## src/design/cfbs_pkg.sv

```systemverilog
// ----------------------------------------------------------------------------
// CRC-16 framed byte stuffer package
// Shared constants, the command record passed from the front end to the
// back end, and the CRC-16/ARC byte update.
// ----------------------------------------------------------------------------
package cfbs_pkg;

   localparam logic [7:0] PRE_BYTE  = 8'hA5;  // preamble byte
   localparam logic [7:0] ESC_A     = 8'hA6;  // escape lead for A5 and A6
   localparam logic [7:0] END_BYTE  = 8'h5A;  // closing byte of a frame
   localparam logic [7:0] ESC_B     = 8'h5B;  // escape lead for 5A and 5B
   localparam logic [7:0] TAIL_TWO  = 8'h02;  // tail for A5 and 5A
   localparam logic [7:0] TAIL_ONE  = 8'h01;  // tail for A6 and 5B

   localparam logic [15:0] CRC_POLY = 16'hA001;

   localparam int PRE_W = 5;
   localparam logic [PRE_W-1:0] MAX_PREAMBLE   = 5'd16;
   localparam logic [PRE_W-1:0] RESET_PREAMBLE = 5'd8;

   localparam int DEFAULT_QUEUE_DEPTH = 4;

   // One accepted request, already classified by the front end.
   typedef struct packed {
      logic [7:0]       data;      // raw payload byte
      logic             last;      // final payload byte of the frame
      logic [PRE_W-1:0] pre_count; // preamble bytes to send first
      logic [15:0]      crc;       // CRC after this byte
   } cmd_type;

   // Reflected CRC-16 update over one byte.
   function automatic logic [15:0] crc_update(input logic [15:0] crc_in,
                                              input logic [7:0]  b);
      logic [15:0] c;
      c = crc_in ^ {8'h00, b};
      for (int k = 0; k < 8; k++) begin
         if (c[0]) begin
            c = (c >> 1) ^ CRC_POLY;
         end else begin
            c = c >> 1;
         end
      end
      return c;
   endfunction

endpackage

```

## src/design/cfbs_front.sv

```systemverilog
// ----------------------------------------------------------------------------
// CRC-16 framed byte stuffer front end
// Holds the frame state, the running CRC and the preamble register, and
// turns each accepted request into a command for the back end.
// ----------------------------------------------------------------------------
module cfbs_front (
   input  logic                      clock,
   input  logic                      reset,
   input  logic                      csr_wr_en,
   input  logic [cfbs_pkg::PRE_W-1:0] csr_wr_data,
   input  logic                      accept,
   input  logic [7:0]                data_byte,
   input  logic                      last_byte,
   output cfbs_pkg::cmd_type         cmd
);

   logic [cfbs_pkg::PRE_W-1:0] preamble_ff, preamble_in;
   logic                       in_frame_ff, in_frame_in;
   logic [15:0]                crc_ff, crc_in;
   logic [cfbs_pkg::PRE_W-1:0] pre_sat;
   logic [15:0]                crc_next;

   always_comb begin
      pre_sat = (preamble_ff > cfbs_pkg::MAX_PREAMBLE) ? cfbs_pkg::MAX_PREAMBLE
                                                       : preamble_ff;
      // A new frame restarts the CRC from zero.
      crc_next = cfbs_pkg::crc_update(in_frame_ff ? crc_ff : 16'h0000, data_byte);

      cmd.data      = data_byte;
      cmd.last      = last_byte;
      cmd.pre_count = in_frame_ff ? '0 : pre_sat;
      cmd.crc       = crc_next;

      preamble_in = csr_wr_en ? csr_wr_data : preamble_ff;
      in_frame_in = in_frame_ff;
      crc_in      = crc_ff;
      if (accept) begin
         in_frame_in = !last_byte;
         crc_in      = last_byte ? 16'h0000 : crc_next;
      end
   end

   always_ff @(posedge clock) begin
      if (reset) begin
         preamble_ff <= cfbs_pkg::RESET_PREAMBLE;
         in_frame_ff <= 1'b0;
         crc_ff      <= 16'h0000;
      end else begin
         preamble_ff <= preamble_in;
         in_frame_ff <= in_frame_in;
         crc_ff      <= crc_in;
      end
   end

endmodule

```

## src/design/cfbs_queue.sv

```systemverilog
// ----------------------------------------------------------------------------
// CRC-16 framed byte stuffer command queue
// Small register queue of commands between the front end and the back end.
// ----------------------------------------------------------------------------
module cfbs_queue #(
   parameter int DEPTH = cfbs_pkg::DEFAULT_QUEUE_DEPTH
) (
   input  logic              clock,
   input  logic              reset,
   input  logic              push,
   input  cfbs_pkg::cmd_type wr_cmd,
   output logic              full,
   input  logic              pop,
   output cfbs_pkg::cmd_type head,
   output logic              empty
);

   localparam int PTR_W = (DEPTH > 1) ? $clog2(DEPTH) : 1;
   localparam int CNT_W = $clog2(DEPTH + 1);

   cfbs_pkg::cmd_type mem_ff [DEPTH];
   logic [PTR_W-1:0]  wr_ptr_ff, wr_ptr_in;
   logic [PTR_W-1:0]  rd_ptr_ff, rd_ptr_in;
   logic [CNT_W-1:0]  count_ff, count_in;
   logic              do_push, do_pop;

   function automatic logic [PTR_W-1:0] next_ptr(input logic [PTR_W-1:0] p);
      return (p == PTR_W'(DEPTH - 1)) ? '0 : p + PTR_W'(1);
   endfunction

   always_comb begin
      full    = (count_ff == CNT_W'(DEPTH));
      empty   = (count_ff == '0);
      head    = mem_ff[rd_ptr_ff];
      do_push = push && !full;
      do_pop  = pop && !empty;

      wr_ptr_in = do_push ? next_ptr(wr_ptr_ff) : wr_ptr_ff;
      rd_ptr_in = do_pop  ? next_ptr(rd_ptr_ff) : rd_ptr_ff;
      count_in  = count_ff;
      if (do_push && !do_pop) begin
         count_in = count_ff + CNT_W'(1);
      end else if (do_pop && !do_push) begin
         count_in = count_ff - CNT_W'(1);
      end
   end

   always_ff @(posedge clock) begin
      if (reset) begin
         wr_ptr_ff <= '0;
         rd_ptr_ff <= '0;
         count_ff  <= '0;
      end else begin
         wr_ptr_ff <= wr_ptr_in;
         rd_ptr_ff <= rd_ptr_in;
         count_ff  <= count_in;
      end
   end

   always_ff @(posedge clock) begin
      if (do_push) begin
         mem_ff[wr_ptr_ff] <= wr_cmd;
      end
   end

endmodule

```

## src/design/cfbs_back.sv

```systemverilog
// ----------------------------------------------------------------------------
// CRC-16 framed byte stuffer back end
// Expands the command at the head of the queue into preamble, stuffed
// payload, stuffed CRC and end bytes, one byte per cycle into the output
// register whenever that register is empty or being popped.
// ----------------------------------------------------------------------------
module cfbs_back (
   input  logic              clock,
   input  logic              reset,
   input  cfbs_pkg::cmd_type head,
   input  logic              head_valid,
   output logic              head_pop,
   output logic              rsp_empty,
   input  logic              rsp_pop,
   output logic [7:0]        rsp_out_byte,
   output logic              rsp_run_last,
   output logic              rsp_frame_end
);

   typedef enum logic [2:0] {
      PH_PRE,
      PH_DATA,
      PH_CRC_LO,
      PH_CRC_HI,
      PH_END
   } phase_type;

   phase_type                  phase_ff, phase_in, cur_phase;
   logic [cfbs_pkg::PRE_W-1:0] cnt_ff, cnt_in;
   logic                       second_ff, second_in;
   logic                       out_valid_ff, out_valid_in;
   logic [7:0]                 out_byte_ff, out_byte_in;
   logic                       run_last_ff, run_last_in;
   logic                       frame_end_ff, frame_end_in;

   logic       go, done, step;
   logic [7:0] sbyte, lead, tail;
   logic       needs_esc;

   always_comb begin
      go = head_valid && (!out_valid_ff || rsp_pop);

      // Once the preamble is complete the payload starts in the same cycle.
      cur_phase = phase_ff;
      if (phase_ff == PH_PRE && cnt_ff == head.pre_count) begin
         cur_phase = PH_DATA;
      end

      case (cur_phase)
         PH_CRC_LO: sbyte = head.crc[7:0];
         PH_CRC_HI: sbyte = head.crc[15:8];
         default:   sbyte = head.data;
      endcase

      needs_esc = (sbyte == cfbs_pkg::PRE_BYTE) || (sbyte == cfbs_pkg::ESC_A) ||
                  (sbyte == cfbs_pkg::END_BYTE) || (sbyte == cfbs_pkg::ESC_B);
      lead = (sbyte == cfbs_pkg::PRE_BYTE || sbyte == cfbs_pkg::ESC_A)
             ? cfbs_pkg::ESC_A : cfbs_pkg::ESC_B;
      tail = (sbyte == cfbs_pkg::PRE_BYTE || sbyte == cfbs_pkg::END_BYTE)
             ? cfbs_pkg::TAIL_TWO : cfbs_pkg::TAIL_ONE;

      phase_in     = phase_ff;
      cnt_in       = cnt_ff;
      second_in    = second_ff;
      out_byte_in  = out_byte_ff;
      run_last_in  = run_last_ff;
      frame_end_in = frame_end_ff;
      done         = 1'b0;
      step         = 1'b0;

      if (go) begin
         run_last_in  = 1'b0;
         frame_end_in = 1'b0;
         case (cur_phase)
            PH_PRE: begin
               out_byte_in = cfbs_pkg::PRE_BYTE;
               cnt_in      = cnt_ff + cfbs_pkg::PRE_W'(1);
            end
            PH_END: begin
               out_byte_in  = cfbs_pkg::END_BYTE;
               run_last_in  = 1'b1;
               frame_end_in = 1'b1;
               done         = 1'b1;
            end
            default: begin
               if (needs_esc && !second_ff) begin
                  out_byte_in = lead;
                  second_in   = 1'b1;
                  phase_in    = cur_phase;
               end else begin
                  out_byte_in = second_ff ? tail : sbyte;
                  second_in   = 1'b0;
                  step        = 1'b1;
               end
            end
         endcase

         if (step) begin
            case (cur_phase)
               PH_DATA: begin
                  if (head.last) begin
                     phase_in = PH_CRC_LO;
                  end else begin
                     run_last_in = 1'b1;
                     done        = 1'b1;
                  end
               end
               PH_CRC_LO: phase_in = PH_CRC_HI;
               default:   phase_in = PH_END;
            endcase
         end

         if (done) begin
            phase_in  = PH_PRE;
            cnt_in    = '0;
            second_in = 1'b0;
         end
      end

      head_pop = done;

      out_valid_in = out_valid_ff;
      if (go) begin
         out_valid_in = 1'b1;
      end else if (rsp_pop) begin
         out_valid_in = 1'b0;
      end

      rsp_empty     = !out_valid_ff;
      rsp_out_byte  = out_byte_ff;
      rsp_run_last  = run_last_ff;
      rsp_frame_end = frame_end_ff;
   end

   always_ff @(posedge clock) begin
      if (reset) begin
         phase_ff     <= PH_PRE;
         cnt_ff       <= '0;
         second_ff    <= 1'b0;
         out_valid_ff <= 1'b0;
      end else begin
         phase_ff     <= phase_in;
         cnt_ff       <= cnt_in;
         second_ff    <= second_in;
         out_valid_ff <= out_valid_in;
      end
      out_byte_ff  <= out_byte_in;
      run_last_ff  <= run_last_in;
      frame_end_ff <= frame_end_in;
   end

endmodule

```

## src/design/crc16_framed_byte_stuffer.sv

```systemverilog
// ----------------------------------------------------------------------------
// CRC-16 framed byte stuffer
// Frames a serialized packet for a byte-oriented serial line: preamble,
// byte-stuffed payload, stuffed CRC-16/ARC (low byte first) and end byte.
// ----------------------------------------------------------------------------
//
//   Channel   Direction  Handshake              Payload
//   req_      in         req_push / req_full    req_data_byte, req_last_byte
//   rsp_      out        rsp_pop / rsp_empty    rsp_out_byte, rsp_run_last,
//                                               rsp_frame_end
//   csr_      in         csr_wr_en              csr_wr_data (preamble count)
//
// The back end sends one output byte per cycle when the consumer keeps up.
// A request expands to its byte or, for an escaped byte, a lead and a tail,
// plus the preamble on a frame's first byte and the CRC and end bytes on its
// last; the back end's byte sequencer produces this run.
// The front end takes a new request every cycle until the command queue fills.
// Reset is synchronous and needs no clearing pass; the block is ready in the
// first cycle after reset. A stalled consumer holds the output register and,
// once the queue is full, raises req_full.
//
module crc16_framed_byte_stuffer #(
   parameter int QUEUE_DEPTH = cfbs_pkg::DEFAULT_QUEUE_DEPTH
) (
   input  logic                       clock,
   input  logic                       reset,
   input  logic                       req_push,
   output logic                       req_full,
   input  logic [7:0]                 req_data_byte,
   input  logic                       req_last_byte,
   output logic                       rsp_empty,
   input  logic                       rsp_pop,
   output logic [7:0]                 rsp_out_byte,
   output logic                       rsp_run_last,
   output logic                       rsp_frame_end,
   input  logic                       csr_wr_en,
   input  logic [cfbs_pkg::PRE_W-1:0] csr_wr_data
);

   cfbs_pkg::cmd_type front_cmd;
   cfbs_pkg::cmd_type head_cmd;
   logic              q_full, q_empty, q_pop;
   logic              accept;

   // A request is accepted whenever the command queue has room.
   assign req_full = q_full;
   assign accept   = req_push && !q_full;

   // The front end tracks the frame and CRC and classifies each request.
   cfbs_front u_front (
      .clock       (clock),
      .reset       (reset),
      .csr_wr_en   (csr_wr_en),
      .csr_wr_data (csr_wr_data),
      .accept      (accept),
      .data_byte   (req_data_byte),
      .last_byte   (req_last_byte),
      .cmd         (front_cmd)
   );

   // The queue lets the front end run ahead while the back end expands bytes.
   cfbs_queue #(
      .DEPTH (QUEUE_DEPTH)
   ) u_queue (
      .clock  (clock),
      .reset  (reset),
      .push   (accept),
      .wr_cmd (front_cmd),
      .full   (q_full),
      .pop    (q_pop),
      .head   (head_cmd),
      .empty  (q_empty)
   );

   // The back end turns each command into its run of line bytes.
   cfbs_back u_back (
      .clock         (clock),
      .reset         (reset),
      .head          (head_cmd),
      .head_valid    (!q_empty),
      .head_pop      (q_pop),
      .rsp_empty     (rsp_empty),
      .rsp_pop       (rsp_pop),
      .rsp_out_byte  (rsp_out_byte),
      .rsp_run_last  (rsp_run_last),
      .rsp_frame_end (rsp_frame_end)
   );

   // The closing byte of a frame is always 5A and always ends its request.
   a_frame_end_byte : assert property (@(posedge clock) disable iff (reset)
      (!rsp_empty && rsp_frame_end) |-> (rsp_run_last &&
                                         rsp_out_byte == cfbs_pkg::END_BYTE))
      else $error("frame end without closing byte");

   // The back end retires a command only when one is waiting.
   a_pop_needs_cmd : assert property (@(posedge clock) disable iff (reset)
      q_pop |-> !q_empty)
      else $error("command retired from an empty queue");

   // Reset leaves the block empty and ready.
   a_reset_state : assert property (@(posedge clock)
      reset |=> (rsp_empty && !req_full && q_empty))
      else $error("block not idle after reset");

endmodule
```

## config.mk

```make
export PLATFORM = sky130hd
export DESIGN_NAME = crc16_framed_byte_stuffer
export DESIGN_NICKNAME = d
export VERILOG_FILES = /design/src/design/cfbs_pkg.sv /design/src/design/cfbs_front.sv /design/src/design/cfbs_queue.sv /design/src/design/cfbs_back.sv /design/src/design/crc16_framed_byte_stuffer.sv
export SDC_FILE = /design/constraint.sdc
export NUM_CORES = 1
export LEC_CHECK = 0
export BUFFER_PORTS_ARGS = -buffer_cell sky130_fd_sc_hd__buf_4
export CAP_MARGIN = 20
export CORE_MARGIN = 1
export CORE_UTILIZATION = 45
export DETAILED_ROUTE_END_ITERATION = 16
export SLEW_MARGIN = 20
export SYNTH_ARGS = -nofsm -noshare
export SYNTH_HDL_FRONTEND = slang
export SYNTH_SLANG_ARGS = --single-unit
```

## constraint.sdc

```tcl
create_clock -name clock -period 3.5 [get_ports clock]
set_input_delay 0.525 -clock clock [delete_from_list [all_inputs] [get_ports clock]]
set_output_delay 0.525 -clock clock [all_outputs]
set_load 0.1 [all_outputs]
```

-- Yosys cells after proc, flatten, opt, wreduce, memory -nomap -nowiden
Memory sizes are Yosys's and may differ from the RTL's. A register that Yosys moved wholly into a read port is not among the register bits.
Index checks and enable logic that the tools add are counted.
- equality and inequality tests: 13
- muxes and demuxes: 49
- $add $sub $neg: 5
- bitwise operators: 9
- magnitude comparators: 1
- reductions and logical operators: 29
- operators with widths (kind ; count):
    2-to-1 mux 16 bit ; 10
    one-hot mux 8 bit (2 select lines) ; 2
    2-to-1 mux 3 bit ; 8
    2-to-1 mux 8 bit ; 3
    NOT 2 -> 3 bit ; 8
    2-to-1 mux 5 bit ; 4
    == test 8 x 7 -> 1 bit, second input constant ; 2
    == test 8 bit, second input constant ; 2
    2-to-1 mux 1 bit ; 16
    XOR 16 x 8 -> 16 bit ; 1
    2-to-1 mux 2 bit ; 5
    logical NOT 3 bit ; 3
    logical AND 1 bit ; 8
    logical NOT 1 bit ; 7
    == test 3 x 2 -> 1 bit, second input constant ; 2
    == test 3 bit, second input constant ; 2
    one-hot mux 3 bit (2 select lines) ; 1
    nonzero test 2 bit ; 3
    adder 5 x 1 -> 5 bit, second input constant ; 1
    == test 5 bit ; 1
    > comparator 5 bit, second input constant ; 1
    logical OR 1 bit ; 5
    adder 2 x 1 -> 2 bit, second input constant ; 2
    == test 2 bit, second input constant ; 2
    other kinds (6) ; 7
- bits in registers: 49
- memory bits (writable): 120
- word-level logic and storage cells: 120
- memories kept: 1
- output and inout bits: 12
- memory list (memory ; depth ; width ; read ports ; clocked after Yosys merged registers in ; wr ports ; line ; RTL):
    u_queue.mem_ff ; 4 ; 30 ; 1 ; 1 ; 1 ; cfbs_queue.sv:21 ; cfbs_pkg::cmd_type mem_ff [DEPTH];

-- Depth between registers and ports, before layout
- depth after elaboration: 20
- depth in mapped cells: 16
- mapped depth without buffers: 13

-- Cells and area by module
Synthesis repeated with hierarchy kept, for this count alone.
- cell total of the unflattened synthesis: 497
- area, all modules: 7524.7 um^2
- by module, submodules not included (module ; sequential area each (um^2) ; instances ; cells each ; area each (um^2)):
    cfbs_queue ; 3783.6 ; 1 ; 206 ; 4808.4
    cfbs_back ; 500.5 ; 1 ; 138 ; 1416.4
    cfbs_front ; 440.4 ; 1 ; 151 ; 1282.5
    crc16_framed_byte_stuffer ; 0.0 ; 1 ; 2 ; 17.5

-- Worst setup path after synthesis
No wires, ideal clock.
- kind: reg2reg
- start: register u_queue.count_ff[0]
- end: register u_queue.count_ff[2]
- arrival time: 4.114 ns
- cell stages (with the launch flop): 11
- setup slack: -0.684 ns
- path buffers: 1
- library setup time: 0.070 ns
- required time: 3.430 ns
- path through: dfxtp_1 -> nor3b_1 -> nand2b_1 -> inv_1 -> clkbuf_1 -> ha_1 -> inv_1 -> fa_1 -> xor2_1 -> or3_1 -> a21oi_1
- elaborated cells between the ends (all ways): 18
- classes of those cells: add/sub (2); eq/ne (1); mux (3); reduce/logical (12)
- RTL lines (item ; line ; RTL):
    start, declared ; cfbs_queue.sv:24 ; logic [CNT_W-1:0] count_ff, count_in;
    start signal, assigned ; cfbs_queue.sv:56 ; count_ff <= count_in;
    == test 3 bit * ; cfbs_queue.sv:32 ; full = (count_ff == CNT_W'(DEPTH));
    named net req_full ; crc16_framed_byte_stuffer.sv:28 ; output logic req_full,
    logical NOT 1 bit * ; crc16_framed_byte_stuffer.sv:47 ; assign accept = req_push && !q_full;
    logical AND 1 bit * ; crc16_framed_byte_stuffer.sv:47 ;
    named net accept ; crc16_framed_byte_stuffer.sv:43 ; logic accept;
    logical AND 1 bit * ; cfbs_queue.sv:35 ; do_push = push && !full;
    logical NOT 1 bit ; cfbs_queue.sv:43 ; end else if (do_pop && !do_push) begin
    logical AND 1 bit ; cfbs_queue.sv:43 ;
    nonzero test 2 bit (no source line) ; - ;
The timed path passes the listed nets; every way through them passes the cells marked *. The select of a mux whose other input is x is not followed.
A chain may end at the register's enable or synchronous reset.

==> out/metrics.csv <==
metric;value;unit
TritonCTS clock tree;built;
vias per inst;5.36;
largest incremental delay on the critical path;0.38;ns
number of iterations in the first detailed-routing pass;5;
peak supply drop;0.417;mV
setup clock skew after layout;0.00863;ns
prevailing post-synth register cell;edfxtp_1;
count of buffers inserted at the top-level ports;30;
number of H-tree levels;4;
FFs w/ async S/R, synth;0;%
count of yosys warnings during synthesis;0;
EDFF count, synth;130;
list of cells traversed by the critical path;bufbuf_16 > and2b_4 > a22oi_2 > a31oi_2 > buf_4 > nor4_4 > and4_4 > o211ai_1 > nand3_1 > ha_2 > inv_1 > fa_2 > xor2_1 > or3_1 > a21oi_2;
Area Growth Syn to Fin;19.1;%
cell with the largest stage delay on the worst path;or3_1;
CORE AREA;15900;sq um
antenna violation net count after detailed routing;0;
Final Routed Wirelength;15300;um
combined area of all synthesized cells;7370;sq um
count of standard-cell rows;46;
gate count of the mapped netlist;531;
total power density per cell area;668;nW/um^2
half-perimeter wire length of the detailed placement result;10400;um
top achievable clock speed;292;MHz
class of the most critical hold timing path;in -> reg;
dpl cell area;7990;sq um
area occupied by registers;4730;sq um
worst slew pin tran;0.826;ns
total clock buffers created by CTS;17;
global-route wire length before repair;24500;um
Chip Height;130;um
Total Die Area;16900;sq um
worst-case clock buffer depth;2;
setup repair after global routing missed its margin;true;
Final min period;3.43;ns
Synth area leaders;edfxtp_1 53%, dfxtp_1 11%, mux2i_1 5.7%;
list of most frequent post-synthesis cells;130 x edfxtp_1, 42 x mux2i_1, 41 x dfxtp_1, 34 x nor2_1, 31 x nand2_1;
mean post-synth cell area;13.9;sq um
routed length per instance;18.7;um
most area-hungry cell type in the Yosys netlist;edfxtp_1;
Post-Syn Nets;558;
clock insertion delay at the later pin of the skew report;0.43;ns
Maximum Capacitance Violations;0;
share of post-route cells with drive strength above 1;24.3;%
Antenna Cells;0;
Unique masters post-synth;54;
final hold viol count;0;
overall fraction of global-route tracks in use;20.0;%
global route overflow;0;
placer's final routability congestion estimate;0.811;
largest net degree at the start of global routing;38;
LEAKAGE;0.00306;uW
critical path capture point type;flop;
sinks on the clock net;171;
initial antenna violation count;0;
final setup violation count;0;
top-area cell type share of the netlist area;53.0;%
DRC violations left;0;
via count of the first global-routing pass;4461;
sequential element share of the synthesized area;64.1;%
buffer type at the clock tree root;clkbuf_16;
total count of max-transition violations in the final report;0;
starting utilization of the core area;46.2;%
most numerous cell in the Yosys netlist;edfxtp_1;
via count;4402;
area of the multi-input gates;2560;sq um
post-CTS clock slew at the launch and capture registers of the worst setup and hold paths;0.07;ns
total of fill cells in the finished design;1293;
number of top-level pins;31;
total design power;5860;uW
worst setup path class;reg -> reg;
startpoint kind of the worst setup timing path;flop;
CP Data Required Time;3.86;ns
area of all placed cells without fillers;8780;sq um
Synth Register Bits;171;
Arrival @ worst endpoint;3.79;ns
Starting DRT DRC Count;409;
outcome;finished clean;
crit share post-route;97.9;%
Relative slew margins;44.8;%
Max FO, Critical Path;6;
Die Wd;130;um
number of nets in the finished design;619;
through the flow:
| step | TNS [ns] | hold slack (ns) | util [%] | worst slack [ns] | cells |
|---|---|---|---|---|---|
| after floorplan | 0 | 0.446 | - | 0.0261 | 531 |
| after global placement | 0 | 0.457 | 50.1 | 0.106 | 782 |
| after detailed placement | -0.00741 | 0.470 | 50.1 | -0.00741 | 782 |
| after CTS | 0 | 0.304 | 54.6 | 0.000619 | 820 |
| after global routing | -0.100 | 0.303 | 55.1 | -0.100 | 821 |
| final | 0 | 0.321 | 55.1 | 0.0719 | 821 |
final cells by class:
cell class / count / area share (%)
sequential: 171 / 53.9
clock buffer: 17 / 4.85
tap: 216 / 3.08
multi-input combinational: 323 / 29.1
timing repair buffer: 69 / 6.61
clock inverter: 15 / 2.02
inverter: 10 / 0.428
cells by family after synthesis:
family,synth area share (%)
DFF,64.1
buffers and inverters,2.67
and+or+nand+nor,8.62
muxes,10.3
adders and majority gates,1.46
xor gates and xnor gates,4.63
AOI/OAI and AO/OA,8.17
routing by layer:
metal  track usage, %  up-vias  wire length (um)
met4             7.25        0               224
met3             4.02       14               738
li1                 -     2115                 -
met1             27.6     2168              7170
met5                0        -                 0
met2             31.5      105              7210
sequential cells by signal (all words and copies together), names as in the netlist, 2 cells and up, named ones only:
register,flops
u_queue.mem_ff,120
u_front.crc_ff,16
u_back.rsp_out_byte,8
u_back.cnt_ff,5
u_front.preamble_ff,5
u_back.phase_ff,3
u_queue.count_ff,3
u_queue.rd_ptr_ff,2
u_queue.wr_ptr_ff,2
cells in the final DEF, fill, tap and decap left out, types with 4 or more instances in the layout:
| cell type | n |
|---|---|
| nand2_1 | 31 |
| a22oi_2 | 4 |
| nand3_1 | 12 |
| nor2b_1 | 5 |
| a21oi_1 | 21 |
| clkbuf_16 | 17 |
| or2_2 | 4 |
| nand2b_1 | 4 |
| xor2_1 | 21 |
| mux4_2 | 13 |
| a22oi_1 | 17 |
| mux2i_1 | 42 |
| ha_1 | 6 |
| inv_8 | 4 |
| buf_4 | 65 |
| o21ai_0 | 13 |
| inv_1 | 10 |
| inv_6 | 6 |
| xnor2_1 | 17 |
| and2_1 | 18 |
| nor2_1 | 33 |
| dfxtp_1 | 39 |
| edfxtp_1 | 130 |
power by group:
group	total, uW	internal, uW	leakage [uW]	switching [uW]
Sequential	2570	2470	0.00155	97.7
Clock	1910	1080	0.000293	830
Combinational	1380	422	0.00122	956
worst paths after layout:
kind	startpoint	to	slack, ns	cells past startpoint
worst max-delay path	flop	u_queue.count_ff[2]$_SDFFE_PP0P_	0.07	15
worst min-delay path	csr_wr_data[3]	u_front.preamble_ff[3]$_SDFFE_PP1P_	0.32	2
worst max register to register	flop	u_queue.count_ff[2]$_SDFFE_PP0P_	0.07	15
worst min register to register	u_back.out_valid_ff$_SDFFE_PP0P_	u_back.out_valid_ff$_SDFFE_PP0P_	0.48	2
what timing repair did:
action,4_1_cts,5_1_grt
pin swaps,1,8
resized for setup,7,16
gates cloned,1,0
setup endpoints to repair,1,2
buffers inserted,5,1
hold buffers,0,0
worst max-delay path: cells and delay by family (launching register included):
kind	cells	cell delay [ns]
buffers and inverters	3	0.51
flip-flops	1	0.36
AO/OA/AOI/OAI	4	0.54
AND/OR/NAND/NOR	5	1.26
adder cells (fa/ha/maj)	2	0.52
XOR/XNOR	1	0.17
Power figures use the tool's default switching activity.
